--- src/fbte_pkg.sv ---
// Shared types, constants and helper functions of the frame buffer transform engine.
// Depends on nothing; every other file of the block imports it.
package fbte_pkg;

   localparam int MAX_SIDE = 64;
   localparam int SIDE_W   = $clog2(MAX_SIDE + 1);
   localparam int COORD_W  = $clog2(MAX_SIDE);
   localparam int ADDR_W   = 2 * COORD_W;
   localparam int AREA_W   = 2 * SIDE_W;
   localparam int PIX_W    = 32;
   localparam int DEPTH    = MAX_SIDE * MAX_SIDE;

   typedef enum logic [2:0] {
      ACT_LOAD      = 3'd0,
      ACT_READ      = 3'd1,
      ACT_VFLIP     = 3'd2,
      ACT_HFLIP     = 3'd3,
      ACT_DOWNSCALE = 3'd4,
      ACT_CROP      = 3'd5,
      ACT_KEY       = 3'd6,
      ACT_COMPLY    = 3'd7
   } action_type;

   typedef enum logic [2:0] {
      CSR_IMAGE_WIDTH   = 3'd0,
      CSR_IMAGE_HEIGHT  = 3'd1,
      CSR_CHANNEL_COUNT = 3'd2,
      CSR_TARGET_WIDTH  = 3'd3,
      CSR_TARGET_HEIGHT = 3'd4,
      CSR_KEY_COLOR     = 3'd5
   } csr_index_type;

   typedef enum logic [1:0] {
      STS_OK     = 2'd0,
      STS_REJECT = 2'd1,
      STS_RANGE  = 2'd2
   } status_type;

   typedef enum logic [1:0] {
      RES_LOAD  = 2'd0,
      RES_READ  = 2'd1,
      RES_PLAIN = 2'd2
   } res_sel_type;

   typedef enum logic [7:0] {
      ST_IDLE   = 8'b0000_0001,
      ST_READ   = 8'b0000_0010,
      ST_DECODE = 8'b0000_0100,
      ST_DIV    = 8'b0000_1000,
      ST_MAP    = 8'b0001_0000,
      ST_SWAP   = 8'b0010_0000,
      ST_KEY    = 8'b0100_0000,
      ST_FINISH = 8'b1000_0000
   } state_type;

   typedef struct packed {
      logic        take_item;
      logic        do_load;
      logic        do_read;
      logic        decode;
      logic        div_run;
      logic        map_run;
      logic        swap_run;
      logic        key_run;
      logic        push;
      res_sel_type res_sel;
   } ctrl_cmd_type;

   typedef struct packed {
      logic div_done;
      logic map_last;
      logic swap_done;
      logic key_last;
      logic pl_reject;
      logic pl_div;
      logic pl_map;
      logic pl_swap;
      logic pl_key;
   } dp_status_type;

   typedef struct packed {
      logic [PIX_W-1:0]  pixel;
      logic [1:0]        status;
      logic [SIDE_W-1:0] width;
      logic [SIDE_W-1:0] height;
   } result_type;

   // Saturates a side length into 1..MAX_SIDE.
   function automatic logic [SIDE_W-1:0] clamp_side(input logic [SIDE_W-1:0] v);
      logic [SIDE_W-1:0] r;
      r = v;
      if (v == '0) r = SIDE_W'(1);
      else if (v > SIDE_W'(MAX_SIDE)) r = SIDE_W'(MAX_SIDE);
      return r;
   endfunction

   // Largest power of two not above v; zero stays zero.
   function automatic logic [SIDE_W-1:0] prev_pow2(input logic [SIDE_W-1:0] v);
      logic [SIDE_W-1:0] p;
      p = '0;
      for (int b = 0; b < SIDE_W; b++) begin
         if (v[b]) p = SIDE_W'(1) << b;
      end
      return p;
   endfunction

   // Byte mask for the number of channels in use.
   function automatic logic [PIX_W-1:0] chan_mask(input logic [2:0] ch);
      logic [PIX_W-1:0] m;
      case (ch)
         3'd2:    m = 32'h0000_FFFF;
         3'd3:    m = 32'h00FF_FFFF;
         3'd0,
         3'd1:    m = 32'h0000_00FF;
         default: m = 32'hFFFF_FFFF;
      endcase
      return m;
   endfunction

endpackage

--- src/fbte_ctrl.sv ---
// Controller state machine: accepts transactions and sequences the datapath passes.
// Depends on fbte_pkg for state, command and status types.
module fbte_ctrl (
   input  logic                   clock,
   input  logic                   reset,
   input  logic                   req_valid,
   output logic                   req_ready,
   input  logic [2:0]             req_action,
   input  logic                   has_room,
   input  fbte_pkg::dp_status_type dp_status,
   output fbte_pkg::ctrl_cmd_type  cmd
);
   import fbte_pkg::*;

   state_type state_ff, state_in;
   logic      accept;

   assign req_ready = (state_ff == ST_IDLE) && has_room;
   assign accept    = req_ready && req_valid;

   always_comb begin
      state_in = state_ff;
      unique case (state_ff)
         ST_IDLE: begin
            if (accept) begin
               if (req_action == ACT_LOAD) state_in = ST_IDLE;
               else if (req_action == ACT_READ) state_in = ST_READ;
               else state_in = ST_DECODE;
            end
         end
         ST_READ: state_in = ST_IDLE;
         ST_DECODE: begin
            if (dp_status.pl_reject) state_in = ST_FINISH;
            else if (dp_status.pl_div) state_in = ST_DIV;
            else if (dp_status.pl_map) state_in = ST_MAP;
            else if (dp_status.pl_swap) state_in = ST_SWAP;
            else if (dp_status.pl_key) state_in = ST_KEY;
            else state_in = ST_FINISH;
         end
         ST_DIV: begin
            if (dp_status.div_done) state_in = ST_MAP;
         end
         ST_MAP: begin
            if (dp_status.map_last) state_in = dp_status.pl_swap ? ST_SWAP : ST_FINISH;
         end
         ST_SWAP: begin
            if (dp_status.swap_done) state_in = ST_FINISH;
         end
         ST_KEY: begin
            if (dp_status.key_last) state_in = ST_FINISH;
         end
         ST_FINISH: state_in = ST_IDLE;
         default: state_in = ST_IDLE;
      endcase
   end

   always_comb begin
      cmd.take_item = accept;
      cmd.do_load   = accept && (req_action == ACT_LOAD);
      cmd.do_read   = accept && (req_action == ACT_READ);
      cmd.decode    = (state_ff == ST_DECODE);
      cmd.div_run   = (state_ff == ST_DIV);
      cmd.map_run   = (state_ff == ST_MAP);
      cmd.swap_run  = (state_ff == ST_SWAP);
      cmd.key_run   = (state_ff == ST_KEY);
      cmd.push      = cmd.do_load || (state_ff == ST_READ) || (state_ff == ST_FINISH);
      if (state_ff == ST_READ) cmd.res_sel = RES_READ;
      else if (state_ff == ST_FINISH) cmd.res_sel = RES_PLAIN;
      else cmd.res_sel = RES_LOAD;
   end

   always_ff @(posedge clock) begin
      if (reset) begin
         state_ff <= ST_IDLE;
      end else begin
         state_ff <= state_in;
      end
   end

endmodule

--- config.mk ---
export PLATFORM = sky130hd
export DESIGN_NAME = fbte_ctrl
export DESIGN_NICKNAME = d
export VERILOG_FILES = /design/src/fbte_pkg.sv /design/src/fbte_ctrl.sv
export SDC_FILE = /design/constraint.sdc
export NUM_CORES = 1
export LEC_CHECK = 0
export BUFFER_PORTS_ARGS = -buffer_cell sky130_fd_sc_hd__buf_4
export CAP_MARGIN = 20
export CORE_AREA = 5 5 42 44
export CTS_CLUSTER_DIAMETER = 200
export CTS_CLUSTER_SIZE = 24
export DETAILED_ROUTE_END_ITERATION = 16
export DIE_AREA = 0 0 47 49
export HOLD_SLACK_MARGIN = 0.1
export PLACE_DENSITY = 0.78
export SETUP_SLACK_MARGIN = 0.2
export SYNTH_ARGS = -nofsm -noshare
export SYNTH_HDL_FRONTEND = slang
export SYNTH_SLANG_ARGS = --single-unit
--- constraint.sdc ---
create_clock -name clock -period 4.9 [get_ports clock]
set_input_delay 0 -clock clock [delete_from_list [all_inputs] [get_ports clock]]
set_output_delay 0 -clock clock [all_outputs]
set_load 0.05 [all_outputs]
== Yosys cells after proc, flatten, opt, wreduce, memory -nomap -nowiden ==
Cells that the tools add are included.

* Flip-flop bits (word level): 8
* Input port bits: 16
* Output and inout bits: 12
* Logic and storage cells: 39

* Equality and inequality tests: 14
* Muxes and demuxes: 16
* Reduce and logical (&&, ||, !) cells: 8

{| class="wikitable"
|+ Operators by type and width
! cell !! number
|-
| 8-bit two-way mux || 11
|-
| 8-bit case mux with 6 select lines || 1
|-
| 2-bit != test, second input constant || 5
|-
| 8-bit by 1-bit == test with 1-bit output, second input constant || 1
|-
| 8-bit by 2-bit == test with 1-bit output, second input constant || 1
|-
| 8-bit by 3-bit == test with 1-bit output, second input constant || 1
|-
| 8-bit by 4-bit == test with 1-bit output, second input constant || 1
|-
| 8-bit by 5-bit == test with 1-bit output, second input constant || 1
|-
| 8-bit by 6-bit == test with 1-bit output, second input constant || 1
|-
| 8-bit by 7-bit == test with 1-bit output, second input constant || 1
|-
| 8-bit == test, second input constant || 1
|-
| 3-bit two-way mux || 2
|-
| 5-bit AND reduction || 1
|-
| 1-bit logical AND || 4
|-
| 2-bit two-way mux || 2
|-
| 3-bit by 1-bit == test with 1-bit output, second input constant || 1
|-
| 3-bit zero test || 1
|-
| 1-bit logical OR || 2
|}

== Depth between registers and ports, before layout ==
Gate-level depths: netlist of run 1.

* Depth in word-level cells: 6
* Depth in mapped cells: 5
* Gate-level depth less buffers: 4

== Least setup slack after synthesis of run 1 ==
OpenSTA, ideal clock, no wires.

* Path kind: register to output
* Start: reg state_ff[6]
* End: out cmd[2] (netlist name)
* Arrival: 2.760 ns
* Required time: 4.900 ns
* Slack: 2.140 ns
* Cell stages (with the launch flop): 5
* Path buffers: 0
* Path through: dfxtp_1 -> nor4_2 -> and3_1 -> nand3_1 -> o41ai_1

{| class="wikitable"
|+ RTL lines
! what !! RTL line !! RTL
|-
| start, declared || fbte_ctrl.sv:15 || <nowiki>state_type state_ff, state_in;</nowiki>
|-
| start signal, assigned || fbte_ctrl.sv:76 || <nowiki>state_ff <= state_in;</nowiki>
|-
| end, declared || fbte_ctrl.sv:11 || <nowiki>output fbte_pkg::ctrl_cmd_type cmd</nowiki>
|}

== Final worst setup path of run 1 ==
* Start: reg state_ff[0]
* End: reg state_ff[5]

* Longest elaborated chain between the ends: 5
* Elaborated cells on any way between the ends: 15
* Those cells by class: 11 x eq/ne; 1 x mux; 3 x reduce/logical

{| class="wikitable"
|+ Ends and longest elaborated chain
! what !! RTL line !! RTL
|-
| 8-bit by 1-bit == test with 1-bit output || fbte_ctrl.sv:18, fbte_ctrl.sv:23 ||
|-
| 1-bit logical AND || fbte_ctrl.sv:18 || <nowiki>assign req_ready = (state_ff == ST_IDLE) && has_room;</nowiki>
|-
| 1-bit logical AND || fbte_ctrl.sv:19 || <nowiki>assign accept = req_ready && req_valid;</nowiki>
|-
| 2-bit != test (no line) || -- ||
|-
| 5-bit AND reduction (no line) || -- ||
|}

Parallel ways exist; a longest one is shown, timed or not.
A chain may end at the register's enable or synchronous reset.

==> impl_metrics.json, run 1 <==
{
  "hold_viol_final": 0,
  "yosysSeqAreaShare_pct": 26.56,
  "syn_nets": 95,
  "fin_skew_ps": 0.8897,
  "setup-violations-final": 0,
  "root_buffer": "clkbuf_4",
  "fin_nets": 131,
  "coreArea_um2": 1401,
  "p_comb_share_pct": 32.9,
  "synth_common_cells": "10 x nor2_1, 8 x dfxtp_1, 7 x nor3_1",
  "synth_cell_types": 34,
  "dp_hpwl_mm": 1.466,
  "timing.final.crit_share_pct": 47.51,
  "yosys_register_bits": 8,
  "power_density_nw_per_um2": 203.4,
  "seqPwrFrac_pct": 39.0,
  "synth_top_area_share_pct": 26.56,
  "switchingPower_w": 0.00006073,
  "crit_fanout": 7,
  "synth_top_flop_cell": "dfxtp_1",
  "max-vdd-ir-drop_uv": 97.89,
  "synth_edf_count": 0,
  "grt_max_degree": 8,
  "top_regs": "state_ff x8",
  "setup_tns_ps": 0,
  "clock_sinks": 8,
  "port_buffers": 27,
  "drv_slew": 0,
  "die_area_um2": 2303,
  "grt_usage_pct": 18.90,
  "hp-class": "primary input to register",
  "rows": 14,
  "r2r-start": "state_ff[0]$_SDFFE_PP1P_",
  "grt_pass1_wl_mm": 3.187,
  "swShare_pct": 33.33,
  "rsz0062_at_grt": "false",
  "crit_type": "register to register",
  "reg2reg_to": "state_ff[5]$_SDFFE_PP0P_",
  "die_x_um": 47,
  "diodes": 0,
  "io_pins": 28,
  "cts_tree": "built",
  "drive_gt1_share_pct": 29.20,
  "status": "finished clean",
  "cts_max_level": 1,
  "worstHoldStart": "dp_status[4]",
  "rr_worst_depth": 4,
  "grt_pass1_vias": 739,
  "p_int_w": 0.0001215,
  "final_util_pct": 63.93,
  "drc": 0,
  "vias": 751,
  "cp-end-kind": "register",
  "async_reset_ff_share_pct": 0,
  "wirelength_mm": 1.949,
  "slew_headroom_pct": 62.40,
  "gr-total-overflow": 0,
  "worstPathRequired_ps": 5100,
  "largest_register_ffs": 8,
  "netlist_area_um2": 603.1,
  "path_clk_slew_ps": 50,
  "ant_nets": 0,
  "fin_total_pwr_w": 0.0001822,
  "dr.pass1.iters": 4,
  "whs_endpoint": "state_ff[7]$_SDFFE_PP0P_",
  "cts_buffer_depth": 2,
  "clockPowerShare_pct": 28.1,
  "gp_congestion": 0.8780,
  "area_growth_pct": 48.55,
  "die_h_um": 49,
  "cts_resized": 0,
  "arrival_ps": 2530,
  "yosysMostFrequentCell": "nor2_1",
  "fin_crit_ps": 2328,
  "viasPerCell": 5.822,
  "max_freq_mhz": 429.6,
  "antenna_found_initial": 0,
  "cts_made_buffers": 3,
  "wire_per_inst_um": 15.11,
  "synthTopCellsByArea": "dfxtp_1 27%, nor2_1 6.2%, nor3_1 5.8%, nor2b_1 4.1%, nor4_1 4.1%",
  "synth_largest_area_cell": "dfxtp_1",
  "syn_inst": 79,
  "leakage_nw": 0.3934,
  "yosys_warnings": 0,
  "syn_avg_cell_area_um2": 7.634,
  "drt_iter0_markers": 24,
  "startpoint_type": "register",
  "worstMarginPinSlew_ps": 558.8,
  "clkLatencyLatePin_ps": 260,
  "initial_core_util_pct": 43.04,
  "regMostFlops": "state_ff",
  "hold_path_depth": 3,
  "timing.reg2reg.setup_slack_ps": 2570,
  "drv_cap": 0
}
## cell usage in the layout, fill, tap and decap left out, types with 2 or more instances in the layout
cell type / n
buf_4: 27
nor2_1: 10
dfxtp_1: 8
nor3_1: 7
dlygate4sd3_1: 6
nor2b_1: 4
nor4_1: 4
and3_1: 3
or4_1: 3
nand3_1: 3
inv_1: 3
a21oi_1: 3
clkbuf_4: 3
or4b_1: 2
nand2b_1: 2
and4b_1: 2
nand2_1: 2
or3_1: 2
nand4b_1: 2
nand3b_1: 2
## metrics by stage
step	cell area, µm²	instances	setup slack [ps]	hold slack [ps]
floorplan	603.1	79	2140	69.07
global placement	813.3	120	3018	204.1
detailed placement	813.3	120	3024	201.4
CTS	895.9	129	2571	102.7
global route	895.9	129	2485	132.3
finish	895.9	129	2572	113.2
## cell families (layout without fill, tap and decap cells)
kind of cell / Yosys count / count (layout) / synth area share (%)
and+or+nand+nor: 54 / 54 / 55.60
AOI/OAI and AO/OA: 11 / 11 / 12.45
DFF: 8 / 8 / 26.56
buffers and inverters: 5 / 39 / 3.941
xor gates and xnor gates: 1 / 1 / 1.453
## power groups by stage
stage	logic (W)	registers, W	clock network (W)
after floorplan	0.0000370	0.0000715	0
after detailed placement	0.0000563	0.0000724	0
after CTS	0.0000590	0.0000710	0.0000529
final	0.0000600	0.0000710	0.0000512
after global routing	0.0000643	0.0000721	0.0000562
after global placement	0.0000551	0.0000721	0
## critical path: stages, from the launching register on
cell           delay, ps
dfxtp_1              340
or4_1                680
or4_4                550
a21oi_1              140
dlygate4sd3_1        560
## how the worst max path moves through the flow
| stage | to | start |
|---|---|---|
| after floorplan | cmd[2] | state_ff[6]$_SDFFE_PP0P_ |
| after global placement | state_ff[7]$_SDFFE_PP0P_ | state_ff[0]$_SDFFE_PP1P_ |
| after detailed placement | state_ff[2]$_SDFFE_PP0P_ | state_ff[0]$_SDFFE_PP1P_ |
| after CTS | state_ff[5]$_SDFFE_PP0P_ | state_ff[0]$_SDFFE_PP1P_ |
| after global routing | state_ff[5]$_SDFFE_PP0P_ | state_ff[0]$_SDFFE_PP1P_ |
| final | state_ff[5]$_SDFFE_PP0P_ | state_ff[0]$_SDFFE_PP1P_ |
## final cells by class
| type | count | area [µm²] |
|---|---|---|
| clock buffers | 3 | 22.52 |
| fillers | 125 | 505.5 |
| inverters | 3 | 11.26 |
| multi-input cells | 66 | 419.2 |
| flip-flops and latches | 8 | 160.2 |
| well taps | 16 | 20.02 |
| repair buffers | 33 | 262.8 |
## what timing repair did
item	CTS	global route
setup endpoints to repair	0	0
hold endpoints to repair	5	0
hold buffers	6	0
buffers inserted	0	0
## routing by layer
layer | up-vias | GRT usage, % | wire (µm)
met5 | - | 0 | 0
met3 | 6 | 4.797 | 95
li1 | 371 | - | -
met1 | 354 | 22.96 | 811
met2 | 20 | 29.19 | 991
met4 | 0 | 10.14 | 51
Power figures use the tool's default switching activity.
==> run 2, diff against run 1 <==
CORE_AREA = not set   (was 5 5 42 44)
CORE_MARGIN = 5   (was not set)
CORE_UTILIZATION = 44   (was not set)
DIE_AREA = not set   (was 0 0 47 49)
PLACE_DENSITY = 0.76   (was 0.78)
clock period = 2.3 ns   (was 4.9 ns; I/O delays follow)
==> impl_metrics.json, run 2 (synthesis results as in run 1) <==
{
  "status": "finished clean",
  "fin_total_pwr_w": 0.0004015,
  "crit_type": "register to output pin",
  "max-vdd-ir-drop_uv": 348.3,
  "fin_skew_ps": 10.89,
  "fin_ws_ps": 276.3,
  "rows": 13,
  "arrival_ps": 2020,
  "rsz0062_at_grt": "true",
  "dr.pass1.iters": 4,
  "reg2reg_to": "state_ff[3]$_SDFFE_PP0P_",
  "die_x_um": 47.02,
  "worstHoldStart": "has_room",
  "dpl_worst_slack_ps": 464.5,
  "hp-class": "primary input to register",
  "port_buffers": 27,
  "vias": 747,
  "top_regs": "state_ff x8",
  "regMostFlops": "state_ff",
  "hold_viol_final": 0,
  "setup-violations-final": 0,
  "largest_register_ffs": 8,
  "cts_buffer_depth": 2,
  "rr_worst_depth": 5,
  "hold_slack_ps": 100.3,
  "whs_endpoint": "state_ff[1]$_SDFFE_PP0P_",
  "drv_cap": 0,
  "switchingPower_w": 0.0001386,
  "drive_gt1_share_pct": 35.96,
  "swShare_pct": 34.52,
  "gr-total-overflow": 0,
  "clkLatencyLatePin_ps": 270,
  "r2r-start": "state_ff[0]$_SDFFE_PP1P_",
  "path_clk_slew_ps": 60,
  "clock_sinks": 8,
  "cts_max_level": 1,
  "p_comb_share_pct": 34.4,
  "leakage_nw": 0.4010,
  "grt_usage_pct": 19.55,
  "initial_core_util_pct": 46.35,
  "antenna_found_initial": 0,
  "final_util_pct": 71.92,
  "power_density_nw_per_um2": 429.0,
  "slew_headroom_pct": 60.97,
  "root_buffer": "clkbuf_4",
  "die_area_um2": 2211,
  "gp_congestion": 0.8808,
  "dp_hpwl_mm": 1.568,
  "coreArea_um2": 1301,
  "drt_iter0_markers": 8,
  "viasPerCell": 5.791,
  "wirelength_mm": 2.062,
  "ant_nets": 0,
  "crit_fanout": 7,
  "grt_pass1_wl_mm": 2.980,
  "fin_nets": 132,
  "clockPowerShare_pct": 27.9,
  "area_growth_pct": 55.19,
  "final_common_cell": "buf_4",
  "hold_path_depth": 3,
  "wire_per_inst_um": 15.98,
  "grt_max_degree": 8,
  "die_h_um": 47.02,
  "worstPathRequired_ps": 2300,
  "max_freq_mhz": 494.2,
  "diodes": 0,
  "startpoint_type": "register",
  "setup_tns_ps": 0,
  "cp-end-kind": "output pin",
  "drv_slew": 0,
  "timing.reg2reg.setup_slack_ps": 330,
  "p_int_w": 0.0002629,
  "cts_setup_buffers": 0,
  "cts_tree": "built",
  "drc": 0,
  "cts_made_buffers": 3,
  "timing.final.crit_share_pct": 87.99,
  "seqPwrFrac_pct": 37.8,
  "fin_crit_ps": 2024,
  "mostFrequentLayoutCells": "28 x buf_4, 8 x nor2_1, 8 x dfxtp_1",
  "io_pins": 28,
  "worstMarginPinSlew_ps": 580.0,
  "grt_pass1_vias": 709
}
run 2: layout make-up:
class | count | area [µm²]
clock buffers | 3 | 22.52
fillers | 113 | 365.4
inverters | 3 | 11.26
multi-input cells | 66 | 452.9
flip-flops and latches | 8 | 160.2
well taps | 15 | 18.77
repair buffers | 34 | 270.3
run 2: how the worst max path moves through the flow:
stage,startpoint,end,slack (ps),depth (start not counted)
after floorplan,state_ff[6]$_SDFFE_PP0P_,cmd[2],190,4
after global placement,state_ff[0]$_SDFFE_PP1P_,state_ff[2]$_SDFFE_PP0P_,490,4
after detailed placement,state_ff[0]$_SDFFE_PP1P_,state_ff[2]$_SDFFE_PP0P_,460,4
after CTS,state_ff[6]$_SDFFE_PP0P_,cmd[2],220,5
after global routing,state_ff[6]$_SDFFE_PP0P_,cmd[2],170,5
final,state_ff[6]$_SDFFE_PP0P_,cmd[2],280,5
run 2: per-layer routing:
metal / vias to the layer above / global-route usage (%) / share of wire (%) / wire (µm)
met1: 339 / 20.78 / 39 / 797
met3: 4 / 8.046 / 6.4 / 132
met4: 0 / 8.840 / 1.7 / 36
li1: 380 / - / - / -
met5: - / 0 / 0 / 0
met2: 24 / 33.60 / 53 / 1096
run 2: repair_timing:
action	CTS	global route
pin swaps	0	0
setup endpoints to repair	1	3
hold buffers	6	0
hold endpoints to repair	5	0
resized for setup	1	3
run 2: power groups by stage:
stage	Clock [W]	Combinational, W	Sequential [W]
6_report	0.000112	0.000138	0.000152
5_1_grt	0.000126	0.000147	0.000152
4_1_cts	0.000114	0.000133	0.000151
3_5_place_dp	0	0.000125	0.000154
3_3_place_gp	0	0.000122	0.000153
2_1_floorplan	0	0.0000805	0.000152
run 2: critical path, cell delays in order, from the launching register on:
cell and delay [ps]:
dfxtp_1 370, nor4_2 380, and3_2 310, nand3_2 160, o41ai_2 290, buf_4 260
run 2: metrics by stage:
stage                     instances  instance area (µm²)
final                           129                935.9
after global routing            129                935.9
after CTS                       129                922.1
after detailed placement        120                838.3
after global placement          120                838.3
after floorplan                  79                621.8
