<file path="config.mk">
export PLATFORM = sky130hd
export DESIGN_NAME = fbte_outq
export DESIGN_NICKNAME = d
export VERILOG_FILES = /design/src/fbte_pkg.sv /design/src/fbte_outq.sv
export SDC_FILE = /design/constraint.sdc
export NUM_CORES = 1
export LEC_CHECK = 0
export BUFFER_PORTS_ARGS = -buffer_cell sky130_fd_sc_hd__buf_2
export CORE_ASPECT_RATIO = 1.5
export CORE_UTILIZATION = 40
export DETAILED_ROUTE_END_ITERATION = 6
export SYNTH_ARGS = -nofsm -noshare
export SYNTH_HDL_FRONTEND = slang
export SYNTH_SLANG_ARGS = --single-unit
export TNS_END_PERCENT = 20
</file>
<file path="constraint.sdc">
create_clock -name clock -period 6.94 [get_ports clock]
set_input_delay 0.347 -clock clock [delete_from_list [all_inputs] [get_ports clock]]
set_output_delay 0.347 -clock clock [all_outputs]
set_load 0.1 [all_outputs]
</file>
<file path="src/fbte_pkg.sv">
// Shared types, constants and helper functions of the frame buffer transform engine.
// Depends on nothing; every other file of the block imports it.
package fbte_pkg;

   localparam int MAX_SIDE = 64;
   localparam int SIDE_W   = $clog2(MAX_SIDE + 1);
   localparam int COORD_W  = $clog2(MAX_SIDE);
   localparam int ADDR_W   = 2 * COORD_W;
   localparam int AREA_W   = 2 * SIDE_W;
   localparam int PIX_W    = 32;
   localparam int DEPTH    = MAX_SIDE * MAX_SIDE;

   typedef enum logic [2:0] {
      ACT_LOAD      = 3'd0,
      ACT_READ      = 3'd1,
      ACT_VFLIP     = 3'd2,
      ACT_HFLIP     = 3'd3,
      ACT_DOWNSCALE = 3'd4,
      ACT_CROP      = 3'd5,
      ACT_KEY       = 3'd6,
      ACT_COMPLY    = 3'd7
   } action_type;

   typedef enum logic [2:0] {
      CSR_IMAGE_WIDTH   = 3'd0,
      CSR_IMAGE_HEIGHT  = 3'd1,
      CSR_CHANNEL_COUNT = 3'd2,
      CSR_TARGET_WIDTH  = 3'd3,
      CSR_TARGET_HEIGHT = 3'd4,
      CSR_KEY_COLOR     = 3'd5
   } csr_index_type;

   typedef enum logic [1:0] {
      STS_OK     = 2'd0,
      STS_REJECT = 2'd1,
      STS_RANGE  = 2'd2
   } status_type;

   typedef enum logic [1:0] {
      RES_LOAD  = 2'd0,
      RES_READ  = 2'd1,
      RES_PLAIN = 2'd2
   } res_sel_type;

   typedef enum logic [7:0] {
      ST_IDLE   = 8'b0000_0001,
      ST_READ   = 8'b0000_0010,
      ST_DECODE = 8'b0000_0100,
      ST_DIV    = 8'b0000_1000,
      ST_MAP    = 8'b0001_0000,
      ST_SWAP   = 8'b0010_0000,
      ST_KEY    = 8'b0100_0000,
      ST_FINISH = 8'b1000_0000
   } state_type;

   typedef struct packed {
      logic        take_item;
      logic        do_load;
      logic        do_read;
      logic        decode;
      logic        div_run;
      logic        map_run;
      logic        swap_run;
      logic        key_run;
      logic        push;
      res_sel_type res_sel;
   } ctrl_cmd_type;

   typedef struct packed {
      logic div_done;
      logic map_last;
      logic swap_done;
      logic key_last;
      logic pl_reject;
      logic pl_div;
      logic pl_map;
      logic pl_swap;
      logic pl_key;
   } dp_status_type;

   typedef struct packed {
      logic [PIX_W-1:0]  pixel;
      logic [1:0]        status;
      logic [SIDE_W-1:0] width;
      logic [SIDE_W-1:0] height;
   } result_type;

   // Saturates a side length into 1..MAX_SIDE.
   function automatic logic [SIDE_W-1:0] clamp_side(input logic [SIDE_W-1:0] v);
      logic [SIDE_W-1:0] r;
      r = v;
      if (v == '0) r = SIDE_W'(1);
      else if (v > SIDE_W'(MAX_SIDE)) r = SIDE_W'(MAX_SIDE);
      return r;
   endfunction

   // Largest power of two not above v; zero stays zero.
   function automatic logic [SIDE_W-1:0] prev_pow2(input logic [SIDE_W-1:0] v);
      logic [SIDE_W-1:0] p;
      p = '0;
      for (int b = 0; b < SIDE_W; b++) begin
         if (v[b]) p = SIDE_W'(1) << b;
      end
      return p;
   endfunction

   // Byte mask for the number of channels in use.
   function automatic logic [PIX_W-1:0] chan_mask(input logic [2:0] ch);
      logic [PIX_W-1:0] m;
      case (ch)
         3'd2:    m = 32'h0000_FFFF;
         3'd3:    m = 32'h00FF_FFFF;
         3'd0,
         3'd1:    m = 32'h0000_00FF;
         default: m = 32'hFFFF_FFFF;
      endcase
      return m;
   endfunction

endpackage

</file>
<file path="src/fbte_outq.sv">
// Two-entry result queue that decouples finished results from the response channel.
// Depends on fbte_pkg for the result record.
module fbte_outq (
   input  logic                clock,
   input  logic                reset,
   input  logic                push,
   input  fbte_pkg::result_type push_data,
   output logic                has_room,
   output logic                rsp_valid,
   input  logic                rsp_ready,
   output fbte_pkg::result_type head
);
   import fbte_pkg::*;

   logic [1:0] count_ff, count_in;
   result_type slot0_ff, slot0_in, slot1_ff, slot1_in;
   logic       pop;

   assign pop       = (count_ff != 2'd0) && rsp_ready;
   assign has_room  = (count_ff != 2'd2);
   assign rsp_valid = (count_ff != 2'd0);
   assign head      = slot0_ff;

   always_comb begin
      count_in = count_ff;
      slot0_in = slot0_ff;
      slot1_in = slot1_ff;
      if (push && !pop) begin
         if (count_ff == 2'd0) slot0_in = push_data;
         else slot1_in = push_data;
         count_in = count_ff + 2'd1;
      end else if (pop && !push) begin
         slot0_in = slot1_ff;
         count_in = count_ff - 2'd1;
      end else if (pop && push) begin
         if (count_ff == 2'd1) begin
            slot0_in = push_data;
         end else begin
            slot0_in = slot1_ff;
            slot1_in = push_data;
         end
      end
   end

   always_ff @(posedge clock) begin
      if (reset) begin
         count_ff <= 2'd0;
      end else begin
         count_ff <= count_in;
      end
      slot0_ff <= slot0_in;
      slot1_ff <= slot1_in;
   end

endmodule

</file>
## Word-level counts from Yosys, hierarchy flattened

Cells that the tools add are included.

- $add $sub $neg: 2
- Muxes and demuxes: 12
- Eq/ne operators: 6
- Reduce and logical (&&, ||, !) cells: 13

Operators by type and width:

| kind | number |
|---|---|
| two-way mux 48 bit | 10 |
| != test 2 bit (second input constant) | 4 |
| nonzero test 2 bit | 3 |
| logical AND 1 bit | 4 |
| two-way mux 2 bit | 2 |
| AND reduction 4 bit | 1 |
| nonzero test 3 bit | 1 |
| adder 2 x 1 -> 2 bit (second input constant) | 1 |
| equality test 2 x 1 -> 1 bit (second input constant) | 1 |
| logical NOT 1 bit | 2 |
| logical NOT 2 bit | 1 |
| != test 2 x 1 -> 1 bit (second input constant) | 1 |
| AND reduction 2 bit | 1 |
| subtractor 2 x 1 -> 2 bit (second input constant) | 1 |

- Word-level logic and storage cells: 42
- Input port bits: 52
- Register bits: 98

## Longest topological paths before layout

Gate-level depths: netlist of run 1.

- Depth in word-level cells: 6
- Gate-level depth with buffers: 7

## Worst setup path after synthesis of run 1

Ideal clock, no wire load.

- Path type: register -> register
- Start: register count_ff[0]
- End: register slot0_ff (netlist bit head[0]), enable pin
- Data arrival time: 4.529 ns
- Setup time: 0.520 ns
- Path slack: 1.891 ns
- Period minus slack after synthesis: 5.049 ns
- Path buffers: 0
- Data required time: 6.420 ns
- Stages on the path, launching flop included: 5
- Cells stage by stage: dfxtp_1 > inv_1 > ha_1 > inv_1 > o21ai_0

- Cells in the longest elaborated chain, start to end: 6
- Elaborated cells on any way between the ends: 10
- Classes of those cells: eq/ne: 1; reduce/logical: 9

RTL lines:

| item | line | text |
|---|---|---|
| from (decl) | fbte_outq.sv:15 | `logic [1:0] count_ff, count_in;` |
| from (signal assigned) | fbte_outq.sv:49 | `count_ff <= count_in;` |
| nonzero test 2 bit * | - |  |
| named net rsp_valid | fbte_outq.sv:9 | `output logic rsp_valid,` |
| logical AND 1 bit * | fbte_outq.sv:19 | `assign pop = (count_ff != 2'd0) && rsp_ready;` |
| logical NOT 1 bit | fbte_outq.sv:28 | `if (push && !pop) begin` |
| logical AND 1 bit | fbte_outq.sv:28 |  |
| != test 2 x 1 -> 1 bit (no source line) / nonzero test 3 bit (equally long branches) | - |  |
| AND reduction 2 bit (no source line) * | - |  |
| to (signal assigned) | fbte_outq.sv:51 | `slot0_ff <= slot0_in;` |
| to (decl) | fbte_outq.sv:16 | `result_type slot0_ff, slot0_in, slot1_ff, slot1_in;` |

Mark *: on every way through the listed nets, which the timed path passes. The rest lies on a longest branch.
A chain may end at the register's enable or synchronous reset.

==> results of run 1 <==
[final timing paths]
check | start | to | slack [ns] | cells after the start
setup reg to reg | count_ff[0] | head[33] | 4.59 | 6
hold reg to reg | count_ff[1] | count_ff[1] | 0.54 | 2
setup / recovery | count_ff[0] | head[33] | 4.59 | 6
hold / removal | reset | count_ff[0] | 0.18 | 2
[metal layers]
| metal | vias up | GRT usage (%) | share of wire, % |
|---|---|---|---|
| met5 | - | 0 | 0 |
| met3 | 8 | 4.30 | 5.9 |
| met4 | 0 | 6.03 | 1.6 |
| met2 | 63 | 21.8 | 50 |
| li1 | 888 | - | - |
| met1 | 900 | 17.4 | 43 |
[worst max-delay path, stage by stage, from the launching register on]
cell and delay [ns]:
dfxtp_1 0.33, inv_1 0.09, ha_1 0.27, nand2b_4 0.20, maj3_2 0.19, buf_4 0.58
mux2_2 0.41
[cell families (layout without fill, tap and decap cells)]
| group | count (synthesis) | in the layout | share of synthesized area [%] |
|---|---|---|---|
| DFF | 98 | 98 | 78.2 |
| muxes | 48 | 48 | 16.5 |
| buffers and inverters | 10 | 125 | 1.67 |
| and+or+nand+nor | 7 | 7 | 1.17 |
| adders and majority gates | 4 | 4 | 1.30 |
| AOI/OAI and AO/OA | 4 | 4 | 0.636 |
| xor gates and xnor gates | 1 | 1 | 0.602 |
[stage by stage]
| stage | hold slack (ns) | worst slack, ns | std cells |
|---|---|---|---|
| 3_3_place_gp | 0.509 | 4.64 | 381 |
| 2_1_floorplan | 0.416 | 1.89 | 172 |
| 3_5_place_dp | 0.524 | 4.57 | 381 |
| 6_report | 0.177 | 4.59 | 397 |
| 4_1_cts | 0.163 | 4.57 | 397 |
| 5_1_grt | 0.178 | 4.48 | 397 |
[cells in the final DEF (no fill, tap or decap), drive strengths merged, types with 2 or more instances in the layout]
cell type / count
clkinvlp: 3
dfxtp: 2
buf: 104
nor2: 2
edfxtp: 96
clkinv: 2
inv: 5
o21ai: 2
clkbuf: 11
ha: 3
nand3: 2
mux2: 48
[state kept, by name (all words and copies together) (netlist names)]
name	count
count_ff	2
slot1_ff	48
head	48
[final cells by class]
| class | count | area [um2] | share of cell area [%] |
|---|---|---|---|
| Sequential cell | 98 | 2920 | 62.9 |
| Tap cell | 110 | 138 | 2.96 |
| Inverter | 5 | 18.8 | 0.404 |
| Clock inverter | 5 | 31.3 | 0.673 |
| Multi-Input combinational cell | 64 | 778 | 16.7 |
| Timing Repair Buffer | 104 | 528 | 11.4 |
| Clock buffer | 11 | 233 | 5.01 |
==> summary.txt, run 1 <==
Global routing
  • Total grt overflow: 0
  • Largest net degree at the start of global routing: 49
  • Global-route wire length before repair: 9740 um
  • Total track usage: 13.9%
  • Initial antenna violation count: 0
  • Vias in the first global route: 1862

Clocking
  • Number of CTS-inserted buffers: 9
  • CTS H-tree depth: 3
  • CTS tree: built
  • Clk Latency, worst-skew pair: 0.33 ns
  • Register clock-pin slew on the reported worst setup and hold paths: 0.07 ns
  • Post-CTS Setup Bufs: 0
  • CTS resizes: 0
  • CTS root buffer: clkbuf_16
  • CTS Buffer Depth: 2
  • Clock sinks: 98
  • Post-CTS Hold Fix Bufs: 0

Layout
  • Post-route cell area: 0.00465 mm2
  • Layout cells sized above 1: 58.9%
  • Final Util: 52.0%
  • Area Growth Syn to Fin: 24.3%
  • Fin nets: 337
  • N_diodes: 0
  • Fillers: 742

Timing
  • Setup TNS: 0 ns
  • Relative max-transition margin: 50.6%
  • Minimum clock period: 2.35 ns
  • Final hold vios: 0
  • F_max: 426 MHz
  • Setup Skew: 0.00485 ns
  • RSZ-0062 raised after global routing: false
  • Crit share post-route: 33.8%
  • Worst Tran Pin Value: 0.741 ns
  • Max Slew Vio Count: 0
  • Final setup viols: 0

Logic synthesis
  • Syn Nets: 227
  • Top-area cell type share of the netlist area: 77.1%
  • Top cells by count, synth: edfxtp_1 (96), mux2_2 (28), mux2_4 (20), inv_1 (5)
  • Sequential area share after synthesis: 78.2%
  • Syn Std Cell Area: 0.00374 mm2
  • Area leader, netlist: edfxtp_1
  • Number of synthesized flops with an enable pin: 96
  • Top FF cell, synth: edfxtp_1
  • Top-count cell post-synth: edfxtp_1
  • Syn avg cell area: 21.7 um2
  • Flops & latches, synth: 98
  • Largest cells by area after synthesis: edfxtp_1 (77%), mux2_2 (8.4%), mux2_4 (8.0%)
  • Cells after synthesis: 172
  • Yosys warns: 0
  • Unique masters post-synth: 18
  • Async SR Flop Fraction: 0%

Critical path
  • CP endpoint kind: register
  • WP data required: 7.03 ns
  • Setup CP Type: reg2reg
  • Crit path DAT: 2.44 ns
  • Crit path max fanout: 48
  • CP startpoint kind: register

Placed design
  • Port bufs: 101
  • Placer Congestion: 0.688
  • Hpwl dp: 4190 um
  • Placed Area: 0.00439 mm2

Drt
  • Drt first pass iters: 4
  • Vias per inst: 4.68
  • Total number of vias: 1859
  • Routed Wire Length: 6300 um
  • Post-route antenna net violation count: 0
  • DRT iter0 DRCs: 87
  • WL/cell: 15.9 um
  • DRC: 0

Die
  • Starting Density: 41.9%
  • Die area: 0.00975 mm2
  • Num rows: 42
  • Die W: 81.0 um
  • Core box area: 0.00893 mm2
  • IO Pins: 102
  • Die height: 120 um

Hold path
  • Worst min-delay path class: in2reg

Run
  • Max-cap violations: 0

Status
  • Status: finished, final reports clean
Power of run 1 is left out: the tool's default activity adds up to more than one toggle a clock period on the data nets, which glitch-free logic cannot reach.
==> inputs of run 2 (changes only) <==
==> constraint.sdc (replaced) <==
create_clock -name clock -period 2.17 [get_ports clock]
set_input_delay 0.1085 -clock clock [delete_from_list [all_inputs] [get_ports clock]]
set_output_delay 0.1085 -clock clock [all_outputs]
set_load 0.1 [all_outputs]
==> run 2 against run 1 <==
Effect of this change: first-iteration DRC count grew 13%; global-route usage is 1.2 points higher; critical endpoint is now head[17]; routed wire length up 9.9%; final area up 13%; worst hold slack got worse by 0.085 ns; largest cell class unchanged; critical path depth stayed put.
==> summary.txt, run 2 (synthesized netlist as in run 1, its figures left out) <==
Status
  • Status: finished, final reports clean (unchanged)

Layout
  • Area Growth Syn to Fin: 40.9% (was 24.3%)
  • FF+latch area: 0.00292 mm2 (about the same)
  • Area of the multi-input gates: 791 um2 (was 778 um2)
  • Most frequent cells in the layout: buf_2 (101), edfxtp_1 (96), dlygate4sd3_1 (49), mux2_2 (28), mux2_4 (20) (was buf_2 (101), edfxtp_1 (96), mux2_2 (28), mux2_4 (20), clkbuf_16 (9))
  • Fillers: 683 (was 742)
  • N_diodes: 0 (unchanged)
  • Fin nets: 389 (was 337)
  • Commonest non-fill, non-tap cell in the layout: buf_2 (unchanged)
  • Layout cells sized above 1: 52.8% (was 58.9%)

Timing
  • Minimum clock period: 1.91 ns (was 2.35 ns)
  • Setup Skew: 0.00895 ns (was 0.00485 ns)
  • Final setup viols: 0 (unchanged)
  • Max Slew Vio Count: 0 (unchanged)
  • RSZ-0062 raised after global routing: false (unchanged)
  • Worst Tran Pin Value: 0.505 ns (was 0.741 ns)
  • F_max: 525 MHz (was 426 MHz)
  • Setup WS post-layout: 0.264 ns (was 4.59 ns)
  • Final hold vios: 0 (unchanged)
  • Crit share post-route: 87.8% (was 33.8%)
  • Relative max-transition margin: 66.6% (was 50.6%)

Die
  • Starting Density: 41.9% (unchanged)
  • Die W: 81.0 um (unchanged)
  • Die area: 0.00975 mm2 (unchanged)
  • IO Pins: 102 (unchanged)
  • Core box area: 0.00893 mm2 (unchanged)
  • Num rows: 42 (unchanged)
  • Die height: 120 um (unchanged)

Critical path
  • Crit path from: count_ff[0] (unchanged)
  • Setup CP Type: reg2reg (unchanged)
  • Crit path DAT: 2.00 ns (was 2.44 ns)
  • WP depth: 6 (unchanged)
  • Reg2reg end: head[17] (was head[33])
  • Crit path max fanout: 17 (was 48)
  • CP endpoint kind: register (unchanged)
  • WP data required: 2.26 ns (was 7.03 ns)
  • Slowest stage cell on the critical path: dfxtp_1 (was buf_4)
  • Top delay family on crit path: adder cells (was buffers and inverters)
  • Worst setup endpoint: head[17] (was head[33])
  • Crit-path cells: inv_2 -> ha_4 -> nand2b_4 -> maj3_2 -> buf_4 -> mux2_4 (was inv_1 -> ha_1 -> nand2b_4 -> maj3_2 -> buf_4 -> mux2_2)
  • CP Buf/Inv Count: 2 (unchanged)
  • Slowest Stage Delay on Critical Path: 0.36 ns (was 0.58 ns)
  • R2R depth: 6 (unchanged)
  • R2r setup slk: 0.26 ns (was 4.59 ns)
  • Worst R2R Start: count_ff[0] (unchanged)
  • CP startpoint kind: register (unchanged)

Placed design
  • Placer Congestion: 0.699 (was 0.688)
  • Port bufs: 101 (unchanged)
  • Setup WS pre-CTS: 0.254 ns (was 4.57 ns)
  • Hpwl dp: 4380 um (was 4190 um)

Drt
  • DRT iter0 DRCs: 98 (was 87)
  • WL/cell: 15.4 um (was 15.9 um)
  • Vias per inst: 4.64 (was 4.68)
  • DRC: 0 (unchanged)
  • Routed Wire Length: 6920 um (was 6300 um)
  • Post-route antenna net violation count: 0 (unchanged)
  • Total number of vias: 2084 (was 1859)
  • Drt first pass iters: 4 (unchanged)

Global routing
  • Total grt overflow: 0 (unchanged)
  • Total track usage: 15.1% (was 13.9%)
  • Vias in the first global route: 2173 (was 1862)
  • Global-route wire length before repair: 10700 um (was 9740 um)
  • Initial antenna violation count: 0 (unchanged)
  • Largest net degree at the start of global routing: 39 (was 49)

Clocking
  • CTS root buffer: clkbuf_16 (unchanged)
  • Clock sinks: 98 (unchanged)
  • Number of CTS-inserted buffers: 9 (unchanged)
  • CTS Buffer Depth: 2 (unchanged)
  • Register clock-pin slew on the reported worst setup and hold paths: 0.07 ns (about the same)
  • Post-CTS Setup Bufs: 0 (unchanged)
  • CTS tree: built (unchanged)
  • Clk Latency, worst-skew pair: 0.33 ns (about the same)
  • CTS H-tree depth: 3 (unchanged)

Hold path
  • Worst min-delay path class: in2reg (unchanged)
  • Hold Path Depth: 3 (was 2)

Run
  • Max-cap violations: 0 (unchanged)
## run 2: cell types whose count changed in the layout (fill, tap and decap cells not counted), sizes merged
cell	change
clkbuf	-2
buf	+3
dlygate4sd3	+49
clkinvlp	-2
clkinv	+2
bufinv	+2
## run 2: how the worst min path moves through the flow
stage,from,to,slack [ns]
2_1_floorplan,reset,count_ff[1],0.17
3_3_place_gp,reset,count_ff[1],0.29
3_5_place_dp,reset,count_ff[1],0.29
4_1_cts,push,count_ff[1],0.08
5_1_grt,push,count_ff[1],0.10
6_report,push,count_ff[1],0.09
## run 2: timing repair
action,in CTS,in global routing
gates resized for setup,0,0
hold buffers,49,0
endpoints found under the hold margin,50,0
## run 2: layer usage
layer / wire (um) / global-route usage, % / vias up
li1: - / - / 994
met1: 2920 / 17.9 / 1022
met2: 3640 / 25.7 / 58
met3: 261 / 3.17 / 10
met4: 108 / 7.03 / 0
met5: 0 / 0 / -
## run 2: worst register-to-register path: cells and delay by family (launching register included)
family / cells / cell delay, ns
adder cells (fa/ha/maj): 2 / 0.52
flip-flops: 1 / 0.36
AND/OR/NAND/NOR: 1 / 0.17
buffers and inverters: 2 / 0.30
multiplexers: 1 / 0.32
## run 2: per-stage QoR
stage	hold WS (ns)	setup TNS, ns	util (%)	cells	area [um2]
floorplan	0.170	-21.03	-	172	3780
global placement	0.289	0	50.0	384	4460
detailed placement	0.287	0	50.0	384	4460
CTS	0.0844	0	59.0	449	5270
global route	0.104	0	59.0	449	5270
finish	0.0924	0	59.0	449	5270
## run 2: final cells by class
type | count | share of cell area [%]
Timing Repair Buffer | 156 | 20.5
Sequential cell | 98 | 55.5
Multi-Input combinational cell | 64 | 15.0
Clock inverter | 7 | 1.73
Clock buffer | 9 | 4.27
Tap cell | 110 | 2.61
Inverter | 5 | 0.427
Power of run 2 is left out for the same reason.
==> inputs of run 3 (changes only) <==
--- a/config.mk
+++ b/config.mk
@@ -7,8 +7,9 @@
 export LEC_CHECK = 0
 export BUFFER_PORTS_ARGS = -buffer_cell sky130_fd_sc_hd__buf_2
 export CORE_ASPECT_RATIO = 1.5
-export CORE_UTILIZATION = 40
+export CORE_UTILIZATION = 45
 export DETAILED_ROUTE_END_ITERATION = 6
+export PLACE_DENSITY = 0.7
 export SYNTH_ARGS = -nofsm -noshare
 export SYNTH_HDL_FRONTEND = slang
 export SYNTH_SLANG_ARGS = --single-unit
==> run 3 against run 2 <==
Effect of this change: final cell count is 1.1% lower; die area is 11% lower; clock skew is 0.0029 ns lower; highest routed layer unchanged; sequential share of layout area is 0.87 points higher; first-iteration DRC count is 13% higher; largest cell class unchanged; via count is 0.86% lower; critical path depth stayed put; global-route usage is 1.4 points higher.
==> summary.txt, run 3 (synthesized netlist as in run 1, its figures left out) <==
Critical path
  • Worst setup endpoint: head[9] (was head[17])
  • CP endpoint kind: register (unchanged)
  • CP startpoint kind: register (unchanged)
  • Reg2reg end: head[9] (was head[17])
  • Crit path from: count_ff[0] (unchanged)
  • Crit path DAT: 1.99 ns (was 2.00 ns)
  • Crit-path cells: inv_2 -> ha_4 -> nand2b_4 -> maj3_2 -> buf_4 -> mux2_4 (unchanged)
  • R2r setup slk: 0.26 ns (about the same)
  • Crit path max fanout: 14 (was 17)
  • Setup CP Type: reg2reg (unchanged)
  • Slowest Stage Delay on Critical Path: 0.37 ns (was 0.36 ns)
  • R2R depth: 6 (unchanged)
  • Slowest stage cell on the critical path: dfxtp_1 (unchanged)
  • Worst R2R Start: count_ff[0] (unchanged)
  • WP data required: 2.25 ns (was 2.26 ns)

Clocking
  • CTS root buffer: clkbuf_16 (unchanged)
  • Register clock-pin slew on the reported worst setup and hold paths: 0.06 ns (was 0.07 ns)
  • CTS Buffer Depth: 2 (unchanged)
  • Clk Latency, worst-skew pair: 0.33 ns (about the same)
  • Number of CTS-inserted buffers: 9 (unchanged)
  • CTS tree: built (unchanged)
  • CTS resizes: 0 (unchanged)
  • CTS H-tree depth: 3 (unchanged)
  • Clock sinks: 98 (unchanged)

Die
  • Die W: 76.4 um (was 81.0 um)
  • Core box area: 0.00801 mm2 (was 0.00893 mm2)
  • Die area: 0.00869 mm2 (was 0.00975 mm2)
  • Num rows: 40 (was 42)
  • Die height: 114 um (was 120 um)
  • Starting Density: 46.7% (was 41.9%)
  • IO Pins: 102 (unchanged)

Layout
  • Layout Cells excl Fill: 444 (was 449)
  • Most frequent cells in the layout: buf_2 (101), edfxtp_1 (96), dlygate4sd3_1 (49), mux2_2 (28), mux2_4 (20) (unchanged)
  • FF+latch area: 0.00292 mm2 (unchanged)
  • Fillers: 579 (was 683)
  • Fin nets: 389 (unchanged)
  • Area of the multi-input gates: 791 um2 (unchanged)
  • Layout cells sized above 1: 51.6% (was 52.8%)
  • N_diodes: 0 (unchanged)
  • Commonest non-fill, non-tap cell in the layout: buf_2 (unchanged)
  • Area Growth Syn to Fin: 38.7% (was 40.9%)

Global routing
  • Total track usage: 16.5% (was 15.1%)
  • Largest net degree at the start of global routing: 35 (was 39)
  • Total grt overflow: 0 (unchanged)
  • Global-route wire length before repair: 10600 um (was 10700 um)
  • Gr busiest metal: met2 (unchanged)
  • Initial antenna violation count: 0 (unchanged)
  • Vias in the first global route: 2144 (was 2173)
  • Global routing usage on met1: 20.4% (was 17.9%)
  • Met2 Usage GRT: 27.3% (was 25.7%)
  • Met3 routing resource usage after global routing: 4.88% (was 3.17%)

Drt
  • WL/cell: 14.8 um (was 15.4 um)
  • DRC: 0 (unchanged)
  • Routed Wire Length: 6590 um (was 6920 um)
  • Post-route antenna net violation count: 0 (unchanged)
  • Drt first pass iters: 6 (was 4)
  • Total number of vias: 2066 (was 2084)
  • DRT iter0 DRCs: 111 (was 98)
  • Vias per inst: 4.65 (was 4.64)

Timing
  • Minimum clock period: 1.91 ns (about the same)
  • Hold slack: 0.0969 ns (was 0.0924 ns)
  • Max Slew Vio Count: 0 (unchanged)
  • Relative max-transition margin: 67.2% (was 66.6%)
  • Final hold vios: 0 (unchanged)
  • Crit share post-route: 87.9% (was 87.8%)
  • Setup Skew: 0.00602 ns (was 0.00895 ns)
  • RSZ-0062 raised after global routing: false (unchanged)
  • F_max: 524 MHz (was 525 MHz)
  • Final setup viols: 0 (unchanged)
  • Worst Tran Pin Value: 0.495 ns (was 0.505 ns)

Status
  • Status: finished, final reports clean (unchanged)

Placed design
  • Port bufs: 101 (unchanged)
  • Hpwl dp: 4250 um (was 4380 um)
  • Placer Congestion: 0.699 (about the same)
  • Placed instance count: 379 (was 384)

Hold path
  • Worst min-delay path class: in2reg (unchanged)

Run
  • Max-cap violations: 0 (unchanged)
run 3: worst min-delay path by stage:
stage,start,to,slack [ns],cells after the start
detailed placement,reset,count_ff[1],0.29,2
global route,push,count_ff[1],0.11,3
CTS,push,count_ff[1],0.08,3
floorplan,reset,count_ff[1],0.17,1
global placement,reset,count_ff[1],0.30,2
finish,push,count_ff[1],0.1,3
run 3: stage by stage:
stage               instance area, um2  util (%)  setup slack, ns  setup TNS [ns]
finish                            5190      64.8            0.262               0
global route                      5190      64.8            0.188               0
CTS                               5190      64.8            0.248               0
detailed placement                4440      55.5            0.255               0
global placement                  4440      55.5            0.299               0
floorplan                         3780         -           -0.242          -21.03
run 3: final cells by class:
cell class,count,area share (%)
Tap cell,105,2.53
Sequential cell,98,56.4
Clock inverter,5,0.410
Timing Repair Buffer,156,20.5
Clock buffer,11,4.49
Inverter,5,0.434
Multi-Input combinational cell,64,15.2
run 3: routing by layer:
metal	routed length [um]	share of wire [%]	vias to the layer above
met5	0	0	-
met2	3370	51	64
met4	55	0.83	0
li1	-	-	997
met1	2900	44	1001
met3	269	4.1	4
run 3: timing repair:
item	CTS	global route
hold buffers	49	0
buffers inserted	0	0
hold endpoints to repair	50	0
run 3: critical path: cells and delay by family (launching register included):
kind | cells | cell delay [ns]
flip-flops | 1 | 0.37
buffers and inverters | 2 | 0.29
AND/OR/NAND/NOR | 1 | 0.17
multiplexers | 1 | 0.32
adder cells (fa/ha/maj) | 2 | 0.52
Power of run 3 is left out for the same reason.
